--- config.mk ---
export PLATFORM = sky130hd
export DESIGN_NAME = min_max_curve_normalizer_unit
export DESIGN_NICKNAME = d
export VERILOG_FILES = /design/src/rtl/mmcn_pkg.sv /design/src/rtl/mmcn_front.sv /design/src/rtl/mmcn_cmd_queue.sv /design/src/rtl/mmcn_back.sv /design/src/rtl/min_max_curve_normalizer_unit.sv
export SDC_FILE = /design/constraint.sdc
export NUM_CORES = 2
export LEC_CHECK = 0
export BUFFER_PORTS_ARGS = -buffer_cell sky130_fd_sc_hd__buf_2
export CORE_AREA = 2 2 417 419
export CTS_CLUSTER_SIZE = 25
export DETAILED_ROUTE_END_ITERATION = 8
export DIE_AREA = 0 0 419 421
export HOLD_SLACK_MARGIN = 0.02
export PLACE_DENSITY = 0.59
export SETUP_SLACK_MARGIN = 0.2
export SLEW_MARGIN = 5
export SYNTH_ARGS = -nofsm -noshare
export SYNTH_HDL_FRONTEND = slang
export SYNTH_SLANG_ARGS = --single-unit
--- constraint.sdc ---
create_clock -name clk -period 11.23 [get_ports clk]
set_input_delay 0 -clock clk [delete_from_list [all_inputs] [get_ports clk]]
set_output_delay 0 -clock clk [all_outputs]
set_load 0.02 [all_outputs]
--- src/rtl/mmcn_pkg.sv ---
// ----------------------------------------------------------------------------
// mmcn_pkg
// Shared constants and types of the min/max curve normaliser.
// ----------------------------------------------------------------------------
package mmcn_pkg;

	localparam int SAMPLES  = 64;
	localparam int SAMPLE_W = 24;
	localparam int ADDR_W   = $clog2(SAMPLES);
	localparam int Q_FRAC   = 16;
	localparam int QUO_W    = Q_FRAC + 1;
	localparam int DVD_W    = SAMPLE_W + QUO_W;
	localparam int STEP_W   = $clog2(QUO_W);

	typedef logic signed [SAMPLE_W-1:0] sample_t;
	typedef logic [ADDR_W-1:0]          addr_t;

	// store write from the front end
	typedef struct packed {
		logic    en;
		addr_t   addr;
		sample_t data;
	} store_wr_t;

	// one finished curve, handed to the back end
	typedef struct packed {
		sample_t               min;
		logic [SAMPLE_W-1:0]   range;
	} curve_cmd_t;

	typedef enum logic [2:0] {
		B_IDLE,
		B_READ,
		B_LOAD,
		B_DIV,
		B_EMIT
	} back_state_t;

endpackage

--- src/rtl/mmcn_front.sv ---
// ----------------------------------------------------------------------------
// mmcn_front
// Accepts samples, writes them to the store and tracks min and max.
// ----------------------------------------------------------------------------
module mmcn_front import mmcn_pkg::*; (
	input  logic       clk,
	input  logic       arst_n,
	input  logic       in_valid,
	output logic       in_ready,
	input  sample_t    in_sample,
	input  logic       in_invalid,
	output store_wr_t  store_wr,
	output logic       cmd_valid,
	input  logic       cmd_ready,
	output curve_cmd_t cmd,
	input  logic       release_pulse
);

	addr_t   count_q;
	sample_t min_q;
	sample_t max_q;
	logic    hold_q;
	sample_t x;
	sample_t min_n;
	sample_t max_n;
	logic    accept;
	logic    last;

	assign in_ready = !hold_q && cmd_ready;
	assign accept   = in_valid && in_ready;
	assign x        = in_invalid ? '0 : in_sample;
	assign last     = (count_q == addr_t'(SAMPLES - 1));

	always_comb begin
		if (count_q == '0) begin
			min_n = x;
			max_n = x;
		end else begin
			min_n = (x < min_q) ? x : min_q;
			max_n = (x > max_q) ? x : max_q;
		end
	end

	assign store_wr.en   = accept;
	assign store_wr.addr = count_q;
	assign store_wr.data = x;

	assign cmd_valid = accept && last;
	assign cmd.min   = min_n;
	assign cmd.range = SAMPLE_W'(max_n - min_n);

	always_ff @(posedge clk or negedge arst_n) begin
		if (!arst_n) begin
			count_q <= '0;
			min_q   <= '0;
			max_q   <= '0;
			hold_q  <= 1'b0;
		end else begin
			if (accept) begin
				min_q   <= min_n;
				max_q   <= max_n;
				count_q <= last ? '0 : count_q + addr_t'(1);
			end
			// store is busy until the back end has read the curve out
			if (accept && last) begin
				hold_q <= 1'b1;
			end else if (release_pulse) begin
				hold_q <= 1'b0;
			end
		end
	end

endmodule

--- src/rtl/mmcn_cmd_queue.sv ---
// ----------------------------------------------------------------------------
// mmcn_cmd_queue
// Two-entry queue of finished curves between front and back end.
// ----------------------------------------------------------------------------
module mmcn_cmd_queue import mmcn_pkg::*; (
	input  logic       clk,
	input  logic       arst_n,
	input  logic       push,
	output logic       not_full,
	input  curve_cmd_t push_data,
	input  logic       pop,
	output logic       not_empty,
	output curve_cmd_t pop_data
);

	curve_cmd_t  slot_q [2];
	logic        wr_ptr_q;
	logic        rd_ptr_q;
	logic [1:0]  fill_q;
	logic        do_push;
	logic        do_pop;

	assign not_full  = (fill_q != 2'd2);
	assign not_empty = (fill_q != 2'd0);
	assign do_push   = push && not_full;
	assign do_pop    = pop && not_empty;
	assign pop_data  = slot_q[rd_ptr_q];

	always_ff @(posedge clk) begin
		if (do_push) begin
			slot_q[wr_ptr_q] <= push_data;
		end
	end

	always_ff @(posedge clk or negedge arst_n) begin
		if (!arst_n) begin
			wr_ptr_q <= 1'b0;
			rd_ptr_q <= 1'b0;
			fill_q   <= '0;
		end else begin
			if (do_push) begin
				wr_ptr_q <= !wr_ptr_q;
			end
			if (do_pop) begin
				rd_ptr_q <= !rd_ptr_q;
			end
			case ({do_push, do_pop})
				2'b10:   fill_q <= fill_q + 2'd1;
				2'b01:   fill_q <= fill_q - 2'd1;
				default: fill_q <= fill_q;
			endcase
		end
	end

endmodule

--- src/rtl/mmcn_back.sv ---
// ----------------------------------------------------------------------------
// mmcn_back
// Sample store, bit-serial divider and output register.
// ----------------------------------------------------------------------------
module mmcn_back import mmcn_pkg::*; (
	input  logic        clk,
	input  logic        arst_n,
	input  store_wr_t   store_wr,
	input  logic        cmd_valid,
	output logic        cmd_pop,
	input  curve_cmd_t  cmd,
	output logic        release_pulse,
	output logic        out_valid,
	input  logic        out_ready,
	output sample_t     out_value,
	output logic        out_flat,
	output logic        out_last
);

	sample_t              mem [SAMPLES];
	sample_t              rd_data_q;
	logic                 rd_en;

	back_state_t          state_q;
	back_state_t          state_n;

	sample_t              min_q;
	logic [SAMPLE_W-1:0]  range_q;
	logic                 flat_q;
	addr_t                idx_q;
	logic [SAMPLE_W-1:0]  rem_q;
	logic [QUO_W-1:0]     low_q;
	logic [QUO_W-1:0]     quo_q;
	logic [STEP_W-1:0]    step_q;

	logic                 out_valid_q;
	sample_t              out_value_q;
	logic                 out_flat_q;
	logic                 out_last_q;

	logic [SAMPLE_W-1:0]  diff;
	logic [DVD_W-1:0]     dvd;
	logic [SAMPLE_W:0]    trial;
	logic                 fits;
	logic                 idx_last;
	logic                 emit;

	always_ff @(posedge clk) begin
		if (store_wr.en) begin
			mem[store_wr.addr] <= store_wr.data;
		end
		if (rd_en) begin
			rd_data_q <= mem[idx_q];
		end
	end

	assign idx_last = (idx_q == addr_t'(SAMPLES - 1));
	assign diff     = SAMPLE_W'(rd_data_q - min_q);
	assign dvd      = DVD_W'({diff, {Q_FRAC{1'b0}}}) + DVD_W'(range_q >> 1);
	assign trial    = {rem_q, low_q[QUO_W-1]};
	assign fits     = (trial >= {1'b0, range_q});

	always_comb begin
		state_n       = state_q;
		cmd_pop       = 1'b0;
		rd_en         = 1'b0;
		release_pulse = 1'b0;
		emit          = 1'b0;
		case (state_q)
			B_IDLE: begin
				if (cmd_valid) begin
					cmd_pop = 1'b1;
					state_n = B_READ;
				end
			end
			B_READ: begin
				rd_en   = 1'b1;
				state_n = B_LOAD;
			end
			B_LOAD: begin
				release_pulse = idx_last;
				state_n       = flat_q ? B_EMIT : B_DIV;
			end
			B_DIV: begin
				if (step_q == STEP_W'(QUO_W - 1)) begin
					state_n = B_EMIT;
				end
			end
			B_EMIT: begin
				if (!out_valid_q || out_ready) begin
					emit    = 1'b1;
					state_n = idx_last ? B_IDLE : B_READ;
				end
			end
			default: state_n = B_IDLE;
		endcase
	end

	always_ff @(posedge clk or negedge arst_n) begin
		if (!arst_n) begin
			state_q     <= B_IDLE;
			out_valid_q <= 1'b0;
		end else begin
			state_q <= state_n;
			if (emit) begin
				out_valid_q <= 1'b1;
			end else if (out_ready) begin
				out_valid_q <= 1'b0;
			end
		end
	end

	always_ff @(posedge clk) begin
		if (cmd_pop) begin
			min_q   <= cmd.min;
			range_q <= cmd.range;
			flat_q  <= (cmd.range == '0);
			idx_q   <= '0;
		end
		if (state_q == B_LOAD) begin
			rem_q  <= dvd[DVD_W-1 -: SAMPLE_W];
			low_q  <= dvd[QUO_W-1:0];
			step_q <= '0;
		end
		if (state_q == B_DIV) begin
			rem_q  <= fits ? SAMPLE_W'(trial - {1'b0, range_q}) : trial[SAMPLE_W-1:0];
			low_q  <= {low_q[QUO_W-2:0], 1'b0};
			quo_q  <= {quo_q[QUO_W-2:0], fits};
			step_q <= step_q + STEP_W'(1);
		end
		if (emit) begin
			out_value_q <= flat_q ? rd_data_q : SAMPLE_W'(quo_q);
			out_flat_q  <= flat_q;
			out_last_q  <= idx_last;
			idx_q       <= idx_q + addr_t'(1);
		end
	end

	assign out_valid = out_valid_q;
	assign out_value = out_value_q;
	assign out_flat  = out_flat_q;
	assign out_last  = out_last_q;

endmodule

--- src/rtl/min_max_curve_normalizer_unit.sv ---
// ----------------------------------------------------------------------------
// min_max_curve_normalizer_unit
// Min/max normalisation of a curve of 64 signed Q8.16 samples to Q1.16.
// ----------------------------------------------------------------------------
// Samples load at one word per cycle while input is not held off. After the
// 64th sample the whole curve is emitted in order; each normalised word passes
// through store read, dividend set-up, 17 steps of the bit-serial divider and
// output load; a flat curve skips the divider and passes its samples through.
// Input is held off from the 64th sample until the last stored sample has been
// read back for output, then the next curve may load while the final words are still being produced.
module min_max_curve_normalizer_unit import mmcn_pkg::*; (
	input  logic        clk,
	input  logic        arst_n,
	input  logic        s_axis_tvalid,
	output logic        s_axis_tready,
	input  logic [23:0] s_axis_tdata,  // [23:0] sample
	input  logic [0:0]  s_axis_tuser,  // [0] sample_invalid
	output logic        m_axis_tvalid,
	input  logic        m_axis_tready,
	output logic [23:0] m_axis_tdata,  // [23:0] value
	output logic [0:0]  m_axis_tuser,  // [0] is_flat
	output logic        m_axis_tlast
);

	store_wr_t  store_wr;
	logic       push;
	logic       not_full;
	curve_cmd_t push_cmd;
	logic       pop;
	logic       not_empty;
	curve_cmd_t pop_cmd;
	logic       release_pulse;
	sample_t    out_value;

	mmcn_front u_front (
		.clk           (clk),
		.arst_n        (arst_n),
		.in_valid      (s_axis_tvalid),
		.in_ready      (s_axis_tready),
		.in_sample     (sample_t'(s_axis_tdata)),
		.in_invalid    (s_axis_tuser[0]),
		.store_wr      (store_wr),
		.cmd_valid     (push),
		.cmd_ready     (not_full),
		.cmd           (push_cmd),
		.release_pulse (release_pulse)
	);

	mmcn_cmd_queue u_queue (
		.clk       (clk),
		.arst_n    (arst_n),
		.push      (push),
		.not_full  (not_full),
		.push_data (push_cmd),
		.pop       (pop),
		.not_empty (not_empty),
		.pop_data  (pop_cmd)
	);

	mmcn_back u_back (
		.clk           (clk),
		.arst_n        (arst_n),
		.store_wr      (store_wr),
		.cmd_valid     (not_empty),
		.cmd_pop       (pop),
		.cmd           (pop_cmd),
		.release_pulse (release_pulse),
		.out_valid     (m_axis_tvalid),
		.out_ready     (m_axis_tready),
		.out_value     (out_value),
		.out_flat      (m_axis_tuser[0]),
		.out_last      (m_axis_tlast)
	);

	assign m_axis_tdata = out_value;

endmodule
Word level (Yosys, flattened, before mapping)
Memory sizes are Yosys's and may differ from the RTL's. A register that Yosys moved wholly into a read port is not among the register bits.
Cells that the tools add are included.
Storage, ports and cells
  register bits after elaboration: 207
  RAM bits: 1632
  output and inout bits: 28
  word-level logic and storage cells: 106
  memories: 2
Cells by class
  add/sub/neg operators: 9
  magnitude comparators: 3
  eq/ne operators: 13
  multiplexer cells: 37
  reduce and logical (&&, ||, !) cells: 20
Memories
  u_back.mem: words 64, width 24, rd ports 1, clocked after Yosys merged registers in 1, wr ports 1, RTL line mmcn_back.sv:20  | sample_t mem [SAMPLES];
  u_queue.slot_q: words 2, width 48, rd ports 1, clocked after Yosys merged registers in 0, wr ports 1, RTL line mmcn_cmd_queue.sv:16  | curve_cmd_t slot_q [2];
Operator list (count)
  two-way mux 24 bit: 8
  subtractor 24 bit: 3
  two-way mux 17 bit: 3
  adder 40 x 23 -> 41 bit: 1
  >= comparator 25 x 24 -> 1 bit: 1
  greater-than comparator 24 bit: 1
  logical NOT 24 bit: 1
  < comparator 24 bit: 1
  two-way mux 6 bit: 3
  two-way mux 1 bit: 15
  one-hot mux 3 bit (5 select lines): 1
  adder 6 x 1 -> 6 bit (second input constant): 2
  equality test 6 bit (second input constant): 2
  two-way mux 3 bit: 4
  nonzero test 2 bit: 6
  two-way mux 5 bit: 2
  equality test 3 x 2 -> 1 bit (second input constant): 2
  logical NOT 6 bit: 1
  adder 5 x 1 -> 5 bit (second input constant): 1
  equality test 5 bit (second input constant): 1
  logical AND 1 bit: 5
  logical NOT 1 bit: 4
  != test 2 x 1 -> 1 bit (second input constant): 2
  != test 2 bit (second input constant): 2
  other kinds (10): 10

Longest topological paths before layout
  word-level depth: 7
  gate-level depth with buffers: 29
  mapped depth without buffers: 25

Cells and area by module
From an unflattened synthesis, not the netlist that was laid out.
Unflattened totals
  cells, all modules: 4055
  area, all modules: 77616.9 um^2
Modules (own cells, without submodules)
  mmcn_back: times used 1, cells an instance 3096, area an instance 68006.5 um^2
  mmcn_front: times used 1, cells an instance 793, area an instance 5908.2 um^2
  mmcn_cmd_queue: times used 1, cells an instance 166, area an instance 3702.3 um^2

Worst setup path after synthesis
OpenSTA, ideal clock, no wires.
  kind: input to register
  start point: in s_axis_tuser
  end point: mem u_queue.slot_q[0][23] in the netlist's numbering (data pin)
  library setup time: 0.265 ns
  arrival time: 6.870 ns
  required time: 10.965 ns
  setup slack: 4.094 ns
  stages on the path: 27
  path buffers: 4
  cell sequence: clkbuf_1 nor2b_1 ha_1 nand2_1 nor3_1 o31ai_1 a211o_1 a31oi_2 o21a_1 clkbuf_1 clkbuf_1 buf_1 nor2_1 a21oi_1 ha_1 nor2b_1 o21ai_0 nand2b_1 inv_1 a22oi_1 o21ai_1 o221ai_2 a211oi_1 o41a_4 o211ai_4 a22o_1 a311o_1
RTL lines
  from (decl): RTL line min_max_curve_normalizer_unit.sv:17  | input logic [0:0] s_axis_tuser,
  to (decl): RTL line mmcn_cmd_queue.sv:16

==> impl_metrics.env <==
export IMPL_ir_worst_vdd_mv=0.203
export IMPL_start_util_pct=44.7
export IMPL_yosys_area_top_type="edfxtp_1"
export IMPL_max_stage_delay_ns=0.60
export IMPL_cts_resized_gates=0
export IMPL_cts_root_buffer="clkbuf_16"
export IMPL_wl_per_cell_um=30.5
export IMPL_hold_slack_ns=0.0216
export IMPL_place_congestion=0.882
export IMPL_r2r_slack_ns=5.34
export IMPL_grt_pass1_vias=39000
export IMPL_synth_edff_count=1799
export IMPL_drt_vias_per_instance=5.88
export IMPL_clockBufferDepth=3
export IMPL_timing_rr_end="u_queue.slot_q[0][23]"
export IMPL_setup_viol=0
export IMPL_cp_start_kind="input pin"
export IMPL_dieArea_um2=176000
export IMPL_drt_wl_total_mm=204
export IMPL_max_freq_mhz=168
export IMPL_yosysMostFrequentCell="edfxtp_1"
export IMPL_fin_crit_sh_pct=53.0
export IMPL_track_usage_pct=23.2
export IMPL_grt_max_degree=127
export IMPL_async_reset_ff_share_pct=3.38
export IMPL_via_count=39300
export IMPL_post_place_ws_ns=4.66
export IMPL_fin_skew_ns=0.0386
export IMPL_final_nets=4351
export IMPL_hold_buffers=41
export IMPL_drt_iter0_drc=4577
export IMPL_tns_ns=0
export IMPL_core_rowCount=153
export IMPL_required_ns=11.77
export IMPL_ant_nets=0
export IMPL_reg2reg_from="u_front.count_q[3]"
export IMPL_maxCapViolations=0
export IMPL_p_leak_nw=28.8
export IMPL_drv_slew=0
export IMPL_syn_nets=4113
export IMPL_reg2reg_depth=21
export IMPL_htree_levels=4
export IMPL_first_pass_iters=5
export IMPL_ys_seq_area_share_pct=72.2
export IMPL_fillers=13800
export IMPL_synth_top_flop_cell="edfxtp_1"
export IMPL_cts_setup_buffers=0
export IMPL_finalHoldViolations=0
export IMPL_area_growth_pct=13.6
export IMPL_path_clk_slew_ns=0.06
export IMPL_io_pins=57
export IMPL_synth_area_top_cells="edfxtp_1 70%, mux4_2 15%, dfrtp_1 2.0%, ha_1 1.9%, mux2_2 1.1%"
export IMPL_clk_latency_ns=0.82
export IMPL_synth_top_area_share_pct=70.1
export IMPL_whs_path_depth=3
export IMPL_cts_tree="yes"
export IMPL_worstPathMaxFanout=68
export IMPL_yosysWarnings=0
export IMPL_synthCells=3964
export IMPL_ys_ff_latch=1863
export IMPL_rsz0062_at_grt="false"
export IMPL_drc=0
export IMPL_outcome="completed"
export IMPL_drive_gt1_share_pct=26.5
export IMPL_port_buffers=56
export IMPL_setup_worst_path_end="u_queue.slot_q[0][23]"
export IMPL_relSlewSlack_pct=17.7
export IMPL_arrival_ns=6.50
export IMPL_hpwl_mm=118
export IMPL_syn_area_um2=77000
export IMPL_core_um2=172000
export IMPL_avgSynthCellArea_um2=19.4
export IMPL_synth_commonest_cells="1799 x edfxtp_1, 504 x mux4_2, 179 x nor2_1"
export IMPL_die_w_um=419
export IMPL_p_per_area_nw_per_um2=276
export IMPL_min_period_ns=5.96
export IMPL_setup_slack_ns=5.27
export IMPL_antenna_found_initial=16
export IMPL_die_h_um=421
export IMPL_worst_pin_slew_ns=1.23
export IMPL_grt_pass1_wl_mm=291
export IMPL_end_kind="flop"
export IMPL_crit_slowest_cell="buf_4"
export IMPL_overflow=0
export IMPL_synth_distinct_cells=103
export IMPL_cts_sink_count=1863
export IMPL_hold_path_class="in -> reg"
export IMPL_critPathKind="in -> reg"
export IMPL_cts_made_buffers=192
export IMPL_crit_start="s_axis_tdata[7]"
-- worst max-delay path: cells and delay by family --
family / cells / cell delay, ns
AO/OA/AOI/OAI: 11 / 2.55
buffers and inverters: 7 / 1.76
AND/OR/NAND/NOR: 9 / 1.50
adder cells (fa/ha/maj): 2 / 0.68
-- report_power, final --
group	leakage [nW]	switching [mW]	internal, mW	total, mW
logic	8.56	5.37	3.74	9.11
clock network	2.95	2.67	3.46	6.13
registers	17.3	0.358	8.56	8.91
total	28.8	8.40	15.8	24.2
-- layout make-up --
type	instances	area, um^2	share of cell area [%]
well taps	2325	2910	3.32
diodes	2	5.00	0.00572
flip-flops and latches	1863	55600	63.5
repair buffers	218	1670	1.91
inverters	173	651	0.743
clock inverters	125	1070	1.22
clock buffers	231	4990	5.70
multi-input cells	1754	20600	23.6
-- how the worst min path moves through the flow --
stage                          from           endpoint  slack, ns
finish              s_axis_tdata[6]  u_back.mem[40][6]       0.02
global route        s_axis_tdata[6]  u_back.mem[40][6]       0.05
CTS                 s_axis_tdata[6]  u_back.mem[40][6]       0.02
detailed placement           arst_n  u_front.max_q[10]       0.21
global placement             arst_n  u_front.max_q[11]       0.20
floorplan                    arst_n          async pin      -0.30
-- logic make-up after synthesis --
family	count (synthesis)	share of synthesized area, %
DFF	1863	72.2
buffers and inverters	347	1.74
muxes	612	16.3
and+or+nand+nor	536	3.32
adders and majority gates	126	2.07
AOI/OAI and AO/OA	376	3.17
xor gates and xnor gates	104	1.20
-- cells in the final DEF, fill, tap and decap left out, types with 11 or more instances in the layout --
cell | netlist | routed
buf_2 | 3 | 55
nor2b_1 | 15 | 12
nor4_1 | 13 | 12
nand2b_1 | 32 | 32
dlygate4sd3_1 | 0 | 40
dfrtp_1 | 63 | 62
xnor2_1 | 69 | 69
ha_1 | 116 | 116
nand2_1 | 144 | 144
o21a_1 | 14 | 14
a21o_1 | 22 | 22
o21ai_0 | 116 | 116
nand4_1 | 18 | 18
and2_1 | 20 | 20
nand3_1 | 33 | 33
inv_1 | 169 | 150
mux4_2 | 504 | 504
a21oi_1 | 92 | 92
edfxtp_1 | 1799 | 1799
a31oi_1 | 11 | 11
clkinv_2 | 1 | 38
nor2_4 | 0 | 66
mux2_2 | 72 | 72
inv_2 | 2 | 21
buf_4 | 2 | 118
clkinv_1 | 1 | 53
nor2_1 | 179 | 113
mux2i_1 | 30 | 30
clkbuf_16 | 0 | 194
nor3_1 | 25 | 24
clkbuf_1 | 123 | 37
xor2_1 | 34 | 34
bufinv_16 | 0 | 12
o211ai_1 | 13 | 13
-- routing by layer --
layer	track usage, %	share of wire [%]
met5	0	0.011
met4	5.26	2.1
met3	3.08	6.0
met2	37.1	48
met1	34.3	44
-- sequential cells by signal (all words and copies together) (netlist names), 17 cells and up, named ones only --
signal	flops
u_back.low_q	17
u_back.mem	1536
u_back.min_q	24
u_back.out_value	24
u_back.quo_q	17
u_back.range_q	24
u_back.rd_data_q	24
u_back.rem_q	24
u_front.max_q	23
u_front.min_q	24
u_queue.slot_q	96
-- per-stage QoR --
stage | power [mW] | area (um^2) | utilization, % | instances
2_1_floorplan | 15.2 | 77000 | - | 3964
3_3_place_gp | 18.1 | 81000 | 47.0 | 6292
3_5_place_dp | 18.2 | 81000 | 47.0 | 6292
4_1_cts | 24.4 | 87500 | 50.7 | 6689
5_1_grt | 25.3 | 87500 | 50.7 | 6689
6_report | 24.2 | 87500 | 50.8 | 6691
Power figures use the tool's default switching activity.
